**config.mk**
```make
export PLATFORM = sky130hd
export DESIGN_NAME = dpfc_cell
export DESIGN_NICKNAME = d
export VERILOG_FILES = /design/src/rtl/dpfc_pkg.sv /design/src/rtl/dpfc_cell.sv
export SDC_FILE = /design/constraint.sdc
export NUM_CORES = 1
export LEC_CHECK = 0
export CAP_MARGIN = 20
export CORE_AREA = 3 3 106 108
export DETAILED_ROUTE_END_ITERATION = 7
export DIE_AREA = 0 0 109 111
export DONT_BUFFER_PORTS = 1
export PLACE_DENSITY_LB_ADDON = 0.1
export SLEW_MARGIN = 20
export SYNTH_ARGS = -nofsm -noshare
export SYNTH_HDL_FRONTEND = slang
export SYNTH_SLANG_ARGS = --single-unit
export TNS_END_PERCENT = 30
```
**constraint.sdc**
```tcl
create_clock -name clk -period 4.7 [get_ports clk]
set_clock_uncertainty 0.1 [all_clocks]
set_input_delay 0.94 -clock clk [delete_from_list [all_inputs] [get_ports clk]]
set_output_delay 0.94 -clock clk [all_outputs]
set_load 0.1 [all_outputs]
```
**src/rtl/dpfc_pkg.sv**
```systemverilog
// Package for the deduplicating packet queue: sizes, operation codes and shared types.
package dpfc_pkg;

  localparam int DEPTH   = 256;
  localparam int IDX_W   = $clog2(DEPTH);
  localparam int FILL_W  = $clog2(DEPTH + 1);
  localparam int CNT_W   = FILL_W;
  localparam int LIM_W   = 9;
  localparam int MC_W    = 9;
  localparam int LCMP_W  = (LIM_W > FILL_W) ? LIM_W : FILL_W;
  localparam int MCMP_W  = (CNT_W > MC_W) ? CNT_W : MC_W;

  localparam logic [1:0] KIND_ADD     = 2'd0;
  localparam logic [1:0] KIND_FORWARD = 2'd1;
  localparam logic [1:0] KIND_COUNT   = 2'd2;

  typedef struct packed {
    logic [15:0] src;
    logic [15:0] dst;
    logic [31:0] ts;
  } pkt_t;

  typedef struct packed {
    logic        is_add;
    pkt_t        pkt;
    logic [31:0] t0;
    logic [31:0] t1;
  } query_t;

  typedef struct packed {
    logic occ;
    logic shift;
    logic load;
  } cell_ctrl_t;

endpackage

```
**src/rtl/dpfc_cell.sv**
```systemverilog
// One queue slot: holds a packet, shifts toward the head, and adds its hit to the passing count.
module dpfc_cell (
  input  logic                        clk,
  input  dpfc_pkg::cell_ctrl_t        ctrl,
  input  dpfc_pkg::query_t            query,
  input  dpfc_pkg::pkt_t              nb_word,
  input  logic [dpfc_pkg::CNT_W-1:0]  acc_in,
  output dpfc_pkg::pkt_t              word,
  output logic [dpfc_pkg::CNT_W-1:0]  acc_out
);
  import dpfc_pkg::*;

  pkt_t             word_r;
  logic [CNT_W-1:0] acc_r;
  logic             hit;

  always_comb begin
    if (query.is_add) begin
      hit = ctrl.occ && (word_r == query.pkt);
    end else begin
      hit = ctrl.occ && (word_r.dst == query.pkt.dst) &&
            (word_r.ts >= query.t0) && (word_r.ts <= query.t1);
    end
  end

  // Load wins over shift: a new packet lands in the freed tail slot.
  always_ff @(posedge clk) begin
    if (ctrl.load) begin
      word_r <= query.pkt;
    end else if (ctrl.shift) begin
      word_r <= nb_word;
    end
    acc_r <= acc_in + CNT_W'(hit);
  end

  assign word    = word_r;
  assign acc_out = acc_r;

endmodule

```
Yosys cells after proc, flatten, opt, wreduce, memory -nomap -nowiden
Cells that the tools add are included.
{"block": "word_totals", "reg_bits": 73, "latchBits": 0, "ram_bits": 0, "romBits": 0, "out_inout_bits": 73, "wordCells": 17, "mem_count": 0}
{"block": "classes", "addsub": 1, "mul": 0, "n_div": 0, "n_lt_le_gt_ge": 2, "n_eq_ne": 2, "shifts": 0, "n_mux": 3, "n_bitwise": 0, "n_reduce_logical": 5}
{"op": "2-to-1 mux 64 bit", "count": 2}
{"op": "== test 64 bit", "count": 1}
{"op": "greater-or-equal comparator 32 bit", "count": 1}
{"op": "less-or-equal comparator 32 bit", "count": 1}
{"op": "== test 16 bit", "count": 1}
{"op": "adder 9 x 1 -> 9 bit", "count": 1}
{"op": "logical AND 1 bit", "count": 4}
{"op": "nonzero test 2 bit", "count": 1}
{"op": "2-to-1 mux 1 bit", "count": 1}

Depth between registers and ports, before layout
Gate-level depths: netlist (run 1).
{"block": "logic_depth", "depth_word": 6, "depth_mapped": 12}

Worst setup path before layout (run 1)
OpenSTA, ideal clock, no wires.
{"block": "synth_path", "path_kind": "register to register", "startpoint": "register word_r, in the netlist word[17]", "endpoint": "register acc_r[8] (netlist: acc_out[8])", "setup_time_ps": 118, "t_arrival_ps": 3274, "required_ps": 4482, "setup_slack_ps": 1208, "stages_incl_launch_ff": 12, "n_path_buf": 0, "period_less_slack_ps": 3492, "cell_sequence": "edfxtp_1 -> ha_1 -> a21oi_2 -> o21ai_1 -> a221o_1 -> a2111oi_2 -> o21ai_1 -> a221oi_2 -> ha_1 -> ha_1 -> nand4_1 -> xnor2_1"}
{"block": "synth_between", "elab_chain_cells": 5, "word_cells_on_any_way": 8, "cone_classes": "add/sub: 1; order compare: 2; eq/ne: 1; mux: 1; reduce/logical: 3"}
{"element": "start: declaration", "line": "dpfc_cell.sv:13", "text": "pkt_t word_r;"}
{"element": "start signal: assignment", "line": "dpfc_cell.sv:29", "text": "word_r <= query.pkt;"}
{"element": "start signal: assignment", "line": "dpfc_cell.sv:31", "text": "word_r <= nb_word;"}
{"element": "greater-or-equal comparator 32 bit", "line": "dpfc_cell.sv:22", "text": "(word_r.ts >= query.t0) && (word_r.ts <= query.t1);"}
{"element": "logical AND 1 bit", "line": "dpfc_cell.sv:21", "text": "hit = ctrl.occ && (word_r.dst == query.pkt.dst) &&"}
{"element": "logical AND 1 bit", "line": "dpfc_cell.sv:22"}
{"element": "2-to-1 mux 1 bit (*)", "line": "dpfc_cell.sv:18", "text": "if (query.is_add) begin"}
{"element": "adder 9 x 1 -> 9 bit (*)", "line": "dpfc_cell.sv:33", "text": "acc_r <= acc_in + CNT_W'(hit);"}
{"element": "end signal: assignment", "line": "dpfc_cell.sv:33"}
{"element": "end: declaration", "line": "dpfc_cell.sv:14", "text": "logic [CNT_W-1:0] acc_r;"}
Mark *: on every way between the ends. The rest lies on a longest branch, timed or not.
A chain may end at the register's enable or synchronous reset.

Worst setup path in the final report (run 1)
{"block": "layout_path", "startpoint": "register word_r, in the netlist word[19]", "endpoint": "register acc_r[8] (netlist: acc_out[8])"}
The elaborated chain is that of the path after synthesis.

==> results of run 1 <==
-- routing by layer --
metal	vias up	part of all wire [%]
met3	19	9.3
met1	1799	37
met5	-	0
met4	0	1.8
met2	201	51
li1	1878	-
-- area by class of cell --
class / count / share of cell area (%)
clock buffer: 10 / 2.428
clock inverter: 6 / 0.6529
sequential: 73 / 34.28
tap: 136 / 2.775
timing repair buffer: 64 / 7.835
inverter: 69 / 4.224
multi-input combinational: 330 / 47.81
-- cells in the mapped netlist, types with 2 or more instances --
| master | instances |
|---|---|
| a21oi_2 | 2 |
| xor2_1 | 20 |
| nor4_1 | 8 |
| nand2_1 | 19 |
| dfxtp_1 | 9 |
| nor2_1 | 5 |
| o21a_1 | 2 |
| edfxtp_1 | 64 |
| o21ai_1 | 3 |
| mux2_1 | 5 |
| or2_2 | 2 |
| a21oi_1 | 22 |
| mux2_2 | 59 |
| nand3_1 | 14 |
| o21ai_0 | 4 |
| inv_1 | 69 |
| a221o_1 | 3 |
| a211oi_1 | 2 |
| and3_1 | 2 |
| a221oi_1 | 2 |
| xnor2_1 | 46 |
| and4_1 | 3 |
| clkbuf_1 | 7 |
| a21o_1 | 3 |
| ha_1 | 66 |
| nand4_1 | 18 |
| o22ai_1 | 3 |
-- per-stage QoR --
stage	power, W	util, %	cell area (um^2)	hold WS [ns]
floorplan	0.001618	-	5319	0.9367
global placement	0.001786	57.57	5943	0.9396
detailed placement	0.001805	57.57	5943	0.9479
CTS	0.002288	59.40	6132	0.5611
global route	0.002365	59.40	6132	0.5572
finish	0.002266	59.40	6132	0.5794
-- worst paths after layout --
path | end | slack, ns | depth (start not counted)
worst max register to register | acc_out[8] | 1.15 | 12
worst max-delay path | acc_out[8] | 1.15 | 12
worst min-delay path | acc_out[7] | 0.58 | 1
worst min register to register | acc_out[0] | 1.09 | 6
-- where the power goes --
group          internal (W)  leakage [nW]  switching (W)  total (W)
clock network      0.000224        0.0976       0.000257   0.000481
registers          0.000782         0.728      0.0000747   0.000857
logic              0.000255          1.84       0.000673   0.000928
-- flip-flops by register name, indices dropped and copies added, names as in the netlist --
register  cells
acc_out       9
word         64
-- cell families after synthesis --
logic type,count (synthesis),share of synthesized area (%)
flip-flops,73,39.52
AND/OR/NAND/NOR,78,8.093
buffers and inverters,76,5.364
multiplexers,64,13.55
AO/OA/AOI/OAI,56,7.081
XOR/XNOR,66,10.87
adder cells (fa/ha/maj),66,15.53
==> flow_summary.yaml, run 1 <==
critical_path:
  cp_cell_sequence: "buf_4 -> ha_1 -> a21oi_2 -> o21ai_1 -> a221o_1 -> a2111oi_2 -> o21ai_1 -> a221oi_2 -> ha_1 -> ha_1 -> nand4_1 -> xnor2_1"
  cp.required_ns: 4.84
  path_delay_family: "compound AO/OA/AOI/OAI gates"
  critPathMaxStageDelay_ns: 0.40
  setup.worst_path.class: "flop to flop"
  cp.buffers_inverters: 1
  cpMostUsedCell: "ha_1"
  cp.arrival_ns: 3.70
  critPathSlowestCell: "a2111oi_2"
  crit_fanout: 4
  timing.rr.start: "word[19]"
  endpoint_kind: "flop"
  cp-start-kind: "flop"
  critPathLaunch: "word[19]"
logic_synthesis:
  async_reset_ff_share_pct: 0
  synth_edf_count: 64
  ys.flop_type: "edfxtp_1"
  synth.yosys.seq_area_share_pct: 39.52
  synth_top_area_share_pct: 36.13
  synth_area_mm2: 0.005319
  synth.distinct_cells: 44
  synth_area_leaders: "edfxtp_1, ha_1, mux2_2"
  synth_nets: 751
  yosysWarnings: 0
  synth_cells: 479
  ys_ff_latch: 73
  netlist.top_cell.by_area: "edfxtp_1"
  syn_avg_cell_area_um2: 11.10
timing:
  hold_viol: 0
  fin_ws_ns: 1.146
  setup_viol_count_final: 0
  post-route-period-util_pct: 75.61
  fin_setup_tns_ns: 0
  finalMaxSlewViolations: 0
  rsz0062_at_grt: "no"
  period_needed_ns: 3.554
  maxClockFrequency_mhz: 281.4
  tightest_slew_ns: 0.9766
  relSlewSlack_pct: 34.90
clock_network:
  htreeDepth: 3
  cts_made_buffers: 9
  cts_root_buffer: "clkbuf_8"
  cts.clk_slew.worst_paths_ns: 0.08
  clockBufferDepth: 2
  cts_hold_buffers: 0
  cts_resized: 0
  postCtsSetupRepairBufs: 0
  tritoncts: "built"
  insertion_delay_ns: 0.35
  clock_sinks: 73
power:
  leakagePower_nw: 2.665
  power_density_mw_per_mm2: 369.5
  ir_drop_v: 0.0001930
global_routing:
  grt_pass1_vias: 4204
  gr-usage-met1_pct: 26.93
  grt_util_met3_pct: 6.989
  grt_max_degree: 66
  antenna_found_initial: 0
  grt_pass1_wl_mm: 22.04
  met2_usage_pct: 43.24
  grt-ovfl-total: 0
  top_usage_layer: "met2"
  grt.total_usage_pct: 24.20
layout:
  final_common_cell: "inv_1"
  layout_common_cells: "inv_1, ha_1, buf_4, edfxtp_1, mux2_2"
  nets: 819
  syn_to_final_growth_pct: 15.29
  seqCellArea_mm2: 0.002102
  final_cells: 688
  drive_gt1_share_pct: 26.63
  multi_input_area_mm2: 0.002932
  diodes: 0
  n_fill_cell: 918
drt:
  ant_nets: 0
  routed_wl_mm: 14.96
  drcViolationCount: 0
  num_vias: 3897
  wl_per_cell_um: 21.74
  drtIter0Drc: 169
  vias_per_cell: 5.664
  drtPass1Iterations: 5
floorplan:
  die-area_mm2: 0.01210
  die_h_um: 111
  die_w_um: 109
  pin_count: 279
  start_util_pct: 51.52
  core-area_mm2: 0.01032
  rows: 37
flow_run:
  cap_viol_max_count: 0
worst_hold_path:
  worstHoldStart: "acc_in[7]"
  hp-class: "input port to flop"
placement:
  dpl.hpwl_mm: 12.56
  dp_cells: 672
  io_buffer_count: 0
  dpl_worst_slack_ns: 0.8043
  gp_congestion: 0.9026
outcome:
  status: "finished, final reports clean"
No activity file was read; power rests on OpenSTA's default activity.
==> run 2, diff against run 1 <==
==> constraint.sdc (replaced) <==
create_clock -name clk -period 3.6 [get_ports clk]
set_clock_uncertainty 0.1 [all_clocks]
set_input_delay 0.72 -clock clk [delete_from_list [all_inputs] [get_ports clk]]
set_output_delay 0.72 -clock clk [all_outputs]
set_load 0.1 [all_outputs]
==> flow_summary.yaml, run 2 (synthesis results as in run 1) <==
timing:
  post-route-period-util_pct: 90.88
  holdWs_ns: 0.3514
  relSlewSlack_pct: 35.43
  setup_viol_count_final: 0
  maxClockFrequency_mhz: 305.7
  fin_ws_ns: 0.3283
  tightest_slew_ns: 0.9673
  hold_viol: 0
  finalMaxSlewViolations: 0
  fin_setup_tns_ns: 0
  period_needed_ns: 3.272
  rsz0062_at_grt: "no"
layout:
  drive_gt1_share_pct: 27.16
  fin_util_pct: 59.92
  final_cells: 692
  final_common_cell: "inv_1"
  diodes: 0
  seqCellArea_mm2: 0.002102
  n_fill_cell: 873
  syn_to_final_growth_pct: 16.30
  largest_register_ffs: 64
  nets: 823
  multi_input_area_mm2: 0.002932
  layout_common_cells: "inv_1, buf_4, ha_1"
clock_network:
  clockBufferDepth: 2
  htreeDepth: 3
  cts_root_buffer: "clkbuf_8"
  cts_hold_buffers: 0
  postCtsSetupRepairBufs: 0
  cts_made_buffers: 9
  cts_resized: 0
  clock_sinks: 73
  insertion_delay_ns: 0.36
  tritoncts: "built"
  cts.clk_slew.worst_paths_ns: 0.09
global_routing:
  antenna_found_initial: 0
  grt_pass1_vias: 4223
  met2_usage_pct: 41.28
  grt_max_degree: 66
  grt_pass1_wl_mm: 21.90
  grt-ovfl-total: 0
  grt.total_usage_pct: 23.96
  grt_util_met3_pct: 8.212
  top_usage_layer: "met2"
  gr-usage-met1_pct: 27.40
worst_hold_path:
  worstHoldStart: "acc_in[8]"
  hp-class: "input port to flop"
power:
  leakagePower_nw: 2.693
  power_density_mw_per_mm2: 489.5
  ir_drop_v: 0.0003656
critical_path:
  rrSetupSlack_ns: 0.33
  cp.buffers_inverters: 1
  crit_fanout: 4
  cp.required_ns: 3.75
  worst-r2r-cell-count: 11
  r2r-end: "acc_out[8]"
  cp.depth: 11
  critPathLaunch: "word[19]"
  cp-start-kind: "flop"
  timing.rr.start: "word[19]"
  cp.arrival_ns: 3.42
  setup.worst_path.class: "flop to flop"
  critPathMaxStageDelay_ns: 0.41
  path_delay_family: "simple AND/OR/NAND/NOR gates"
  critPathSlowestCell: "nor4_1"
  endpoint_kind: "flop"
  cp-endpoint: "acc_out[8]"
  cp_cell_sequence: "buf_4 -> xor2_1 -> nor4_1 -> nand4_1 -> nor4_2 -> nand2_1 -> a221oi_2 -> ha_1 -> ha_1 -> nand4_1 -> xnor2_1"
floorplan:
  die_w_um: 109
  rows: 37
  die-area_mm2: 0.01210
  die_h_um: 111
  start_util_pct: 51.52
  pin_count: 279
  core-area_mm2: 0.01032
outcome:
  status: "finished, final reports clean"
drt:
  drtIter0Drc: 127
  ant_nets: 0
  drtPass1Iterations: 4
  wl_per_cell_um: 21.28
  routed_wl_mm: 14.73
  num_vias: 3858
  drcViolationCount: 0
  vias_per_cell: 5.575
placement:
  dpl.hpwl_mm: 12.40
  gp_congestion: 0.8089
  dp_cells: 676
  dpl_worst_slack_ns: 0.04223
  io_buffer_count: 0
flow_run:
  cap_viol_max_count: 0
run 2: cell count changes in the layout (fill, tap and decap cells not counted), sizes merged:
cell,change
buf,+4
clkinv,-2
bufinv,+1
inv,+1
run 2: worst register-to-register path, cell delays in order (launching register included):
cell and delay (ns):
edfxtp_1 0.40, buf_4 0.26, xor2_1 0.18, nor4_1 0.41, nand4_1 0.22, nor4_2 0.35
nand2_1 0.10, a221oi_2 0.40, ha_1 0.25, ha_1 0.23, nand4_1 0.14, xnor2_1 0.14
run 2: cell type report:
| type | count | area share [%] |
|---|---|---|
| clock buffer | 10 | 2.225 |
| clock inverter | 6 | 1.214 |
| inverter | 69 | 4.187 |
| multi-input combinational | 330 | 47.39 |
| sequential | 73 | 33.98 |
| tap | 136 | 2.751 |
| timing repair buffer | 68 | 8.252 |
run 2: worst min-delay path by stage:
stage	endpoint	slack (ns)	cells past startpoint
3_5_place_dp	acc_out[7]	0.72	1
3_3_place_gp	acc_out[8]	0.72	1
6_report	acc_out[8]	0.35	1
2_1_floorplan	acc_out[2]	0.72	1
5_1_grt	acc_out[6]	0.34	1
4_1_cts	acc_out[8]	0.33	1
run 2: per-layer routing:
layer | share of wire [%] | wire length (um)
met5 | 0 | 0
met4 | 2.4 | 357
met3 | 9.5 | 1405
met2 | 51 | 7460
met1 | 37 | 5504
run 2: metrics by stage:
step / total power, W / instance area, um^2
2_1_floorplan: 0.002112 / 5319
3_3_place_gp: 0.002333 / 5973
3_5_place_dp: 0.002355 / 5973
4_1_cts: 0.003058 / 6186
5_1_grt: 0.003164 / 6186
6_report: 0.003028 / 6186
run 2: power breakdown:
part / switching, W / leakage (nW) / internal [W]
clock network: 0.000350 / 0.105 / 0.000349
logic: 0.000850 / 1.86 / 0.000333
registers: 0.000121 / 0.728 / 0.00102
==> run 3, diff against run 2 <==
--- a/config.mk
+++ b/config.mk
@@ -6,9 +6,9 @@
 export NUM_CORES = 1
 export LEC_CHECK = 0
 export CAP_MARGIN = 20
-export CORE_AREA = 3 3 106 108
+export CORE_MARGIN = 3
+export CORE_UTILIZATION = 43
 export DETAILED_ROUTE_END_ITERATION = 7
-export DIE_AREA = 0 0 109 111
 export DONT_BUFFER_PORTS = 1
 export PLACE_DENSITY_LB_ADDON = 0.1
 export SLEW_MARGIN = 20
==> flow_summary.yaml, run 3 (synthesis results as in run 1) <==
outcome:
  status: "finished, final reports clean"
power:
  comb_power_share_pct: 36.3
  p_int_w: 0.001933
  p_sw_w: 0.001332
  p_clk_share_pct: 28.5
  switching_share_pct: 40.79
  power_density_mw_per_mm2: 516.5
  p_seq_share_pct: 35.2
  ir_drop_v: 0.0003463
  leakagePower_nw: 2.745
placement:
  dp_cells: 703
  io_buffer_count: 0
  gp_congestion: 0.8065
  dpl_worst_slack_ns: -0.004239
  dpl.hpwl_mm: 12.53
timing:
  hold_viol: 0
  rsz0062_at_grt: "no"
  maxClockFrequency_mhz: 308.6
  finalMaxSlewViolations: 0
  setup_viol_count_final: 0
  post-route-period-util_pct: 90.00
  period_needed_ns: 3.240
  relSlewSlack_pct: 35.56
  holdWs_ns: 0.3709
  fin_ws_ns: 0.3599
  tightest_slew_ns: 0.9653
layout:
  final_cells: 720
  nets: 822
  syn_to_final_growth_pct: 18.87
  largest_register_ffs: 64
  drive_gt1_share_pct: 27.03
  fin_util_pct: 53.76
  n_fill_cell: 1105
  final_common_cell: "inv_1"
  layout_common_cells: "inv_1, buf_4, ha_1"
clock_network:
  htreeDepth: 3
  cts.clk_slew.worst_paths_ns: 0.06
  clockBufferDepth: 2
  cts_hold_buffers: 0
  cts_root_buffer: "clkbuf_16"
  cts_resized: 0
  cts_made_buffers: 9
  tritoncts: "built"
  insertion_delay_ns: 0.34
  postCtsSetupRepairBufs: 0
  clock_sinks: 73
floorplan:
  core-area_mm2: 0.01176
  die-area_mm2: 0.01374
  pin_count: 279
  start_util_pct: 45.23
  rows: 39
  die_h_um: 117.2
  die_w_um: 117.2
critical_path:
  endpoint_kind: "flop"
  cp.arrival_ns: 3.37
  crit_fanout: 4
  setup.worst_path.class: "flop to flop"
  cp-start-kind: "flop"
  cp.required_ns: 3.73
drt:
  drtPass1Iterations: 4
  vias_per_cell: 5.413
  num_vias: 3897
  drcViolationCount: 0
  drtIter0Drc: 115
  ant_nets: 0
  routed_wl_mm: 15.19
  wl_per_cell_um: 21.09
worst_hold_path:
  hp-class: "input port to flop"
global_routing:
  grt-ovfl-total: 0
  grt_max_degree: 66
  antenna_found_initial: 1
  grt.total_usage_pct: 21.55
  grt_pass1_vias: 4111
  grt_pass1_wl_mm: 21.72
flow_run:
  cap_viol_max_count: 0
==> run 3: cell count changes in the layout (fill, tap and decap cells not counted), sizes merged <==
cell	previous run	this run
buf	68	67
bufinv	1	0
clkinv	2	1
diode	0	1
clkinvlp	1	0
inv	71	72
clkbuf	10	12
==> run 3: worst max-delay path, cell delays in order (launching register included) <==
cell	delay, ns
edfxtp_1	0.39
buf_4	0.26
xor2_1	0.18
nor4_1	0.35
nand4_1	0.21
nor4_2	0.34
nand2_1	0.10
a221oi_2	0.43
ha_1	0.26
ha_1	0.24
nand4_1	0.13
xnor2_1	0.13
==> run 3: per-layer routing <==
| layer | vias up | global-route usage, % | share of wire, % |
|---|---|---|---|
| met3 | 19 | 8.432 | 9.6 |
| met4 | 2 | 7.263 | 1.6 |
| met5 | - | 0 | 0.086 |
| li1 | 1878 | - | - |
| met2 | 173 | 37.33 | 50 |
| met1 | 1825 | 24.18 | 38 |
==> run 3: through the flow <==
stage / area [um^2] / power (W) / setup TNS (ns)
after floorplan: 5319 / 0.002112 / 0
after global placement: 6003 / 0.002341 / 0
after detailed placement: 6003 / 0.002358 / -0.004239
after CTS: 6320 / 0.003300 / 0
after global routing: 6320 / 0.003418 / 0
final: 6322 / 0.003266 / 0
==> run 3: area by class of cell <==
class / count / area, um^2 / area share (%)
Inverter: 69 / 259.0 / 4.097
Timing Repair Buffer: 67 / 503.0 / 7.956
Tap cell: 164 / 205.2 / 3.246
Sequential cell: 73 / 2102 / 33.25
Clock buffer: 12 / 289.0 / 4.572
Multi-Input combinational cell: 330 / 2934 / 46.41
Antenna cell: 1 / 2.502 / 0.03958
Clock inverter: 4 / 27.53 / 0.4354
==> run 3: final timing paths <==
kind / startpoint / to / slack [ns] / cells after the start
max: word[19] / acc_out[8] / 0.36 / 11
min: acc_in[8] / acc_out[8] / 0.37 / 1
max reg2reg: word[19] / acc_out[8] / 0.36 / 11
min reg2reg: word[63] / acc_out[0] / 1.00 / 6
==> run 3: power by group through the flow <==
stage / Clock (W) / Combinational (W) / Sequential (W)
after detailed placement: 0 / 0.00119 / 0.00117
after CTS: 0.000954 / 0.00119 / 0.00115
final: 0.000932 / 0.00118 / 0.00115
after global placement: 0 / 0.00118 / 0.00116
after global routing: 0.000992 / 0.00126 / 0.00116
after floorplan: 0 / 0.000368 / 0.00174
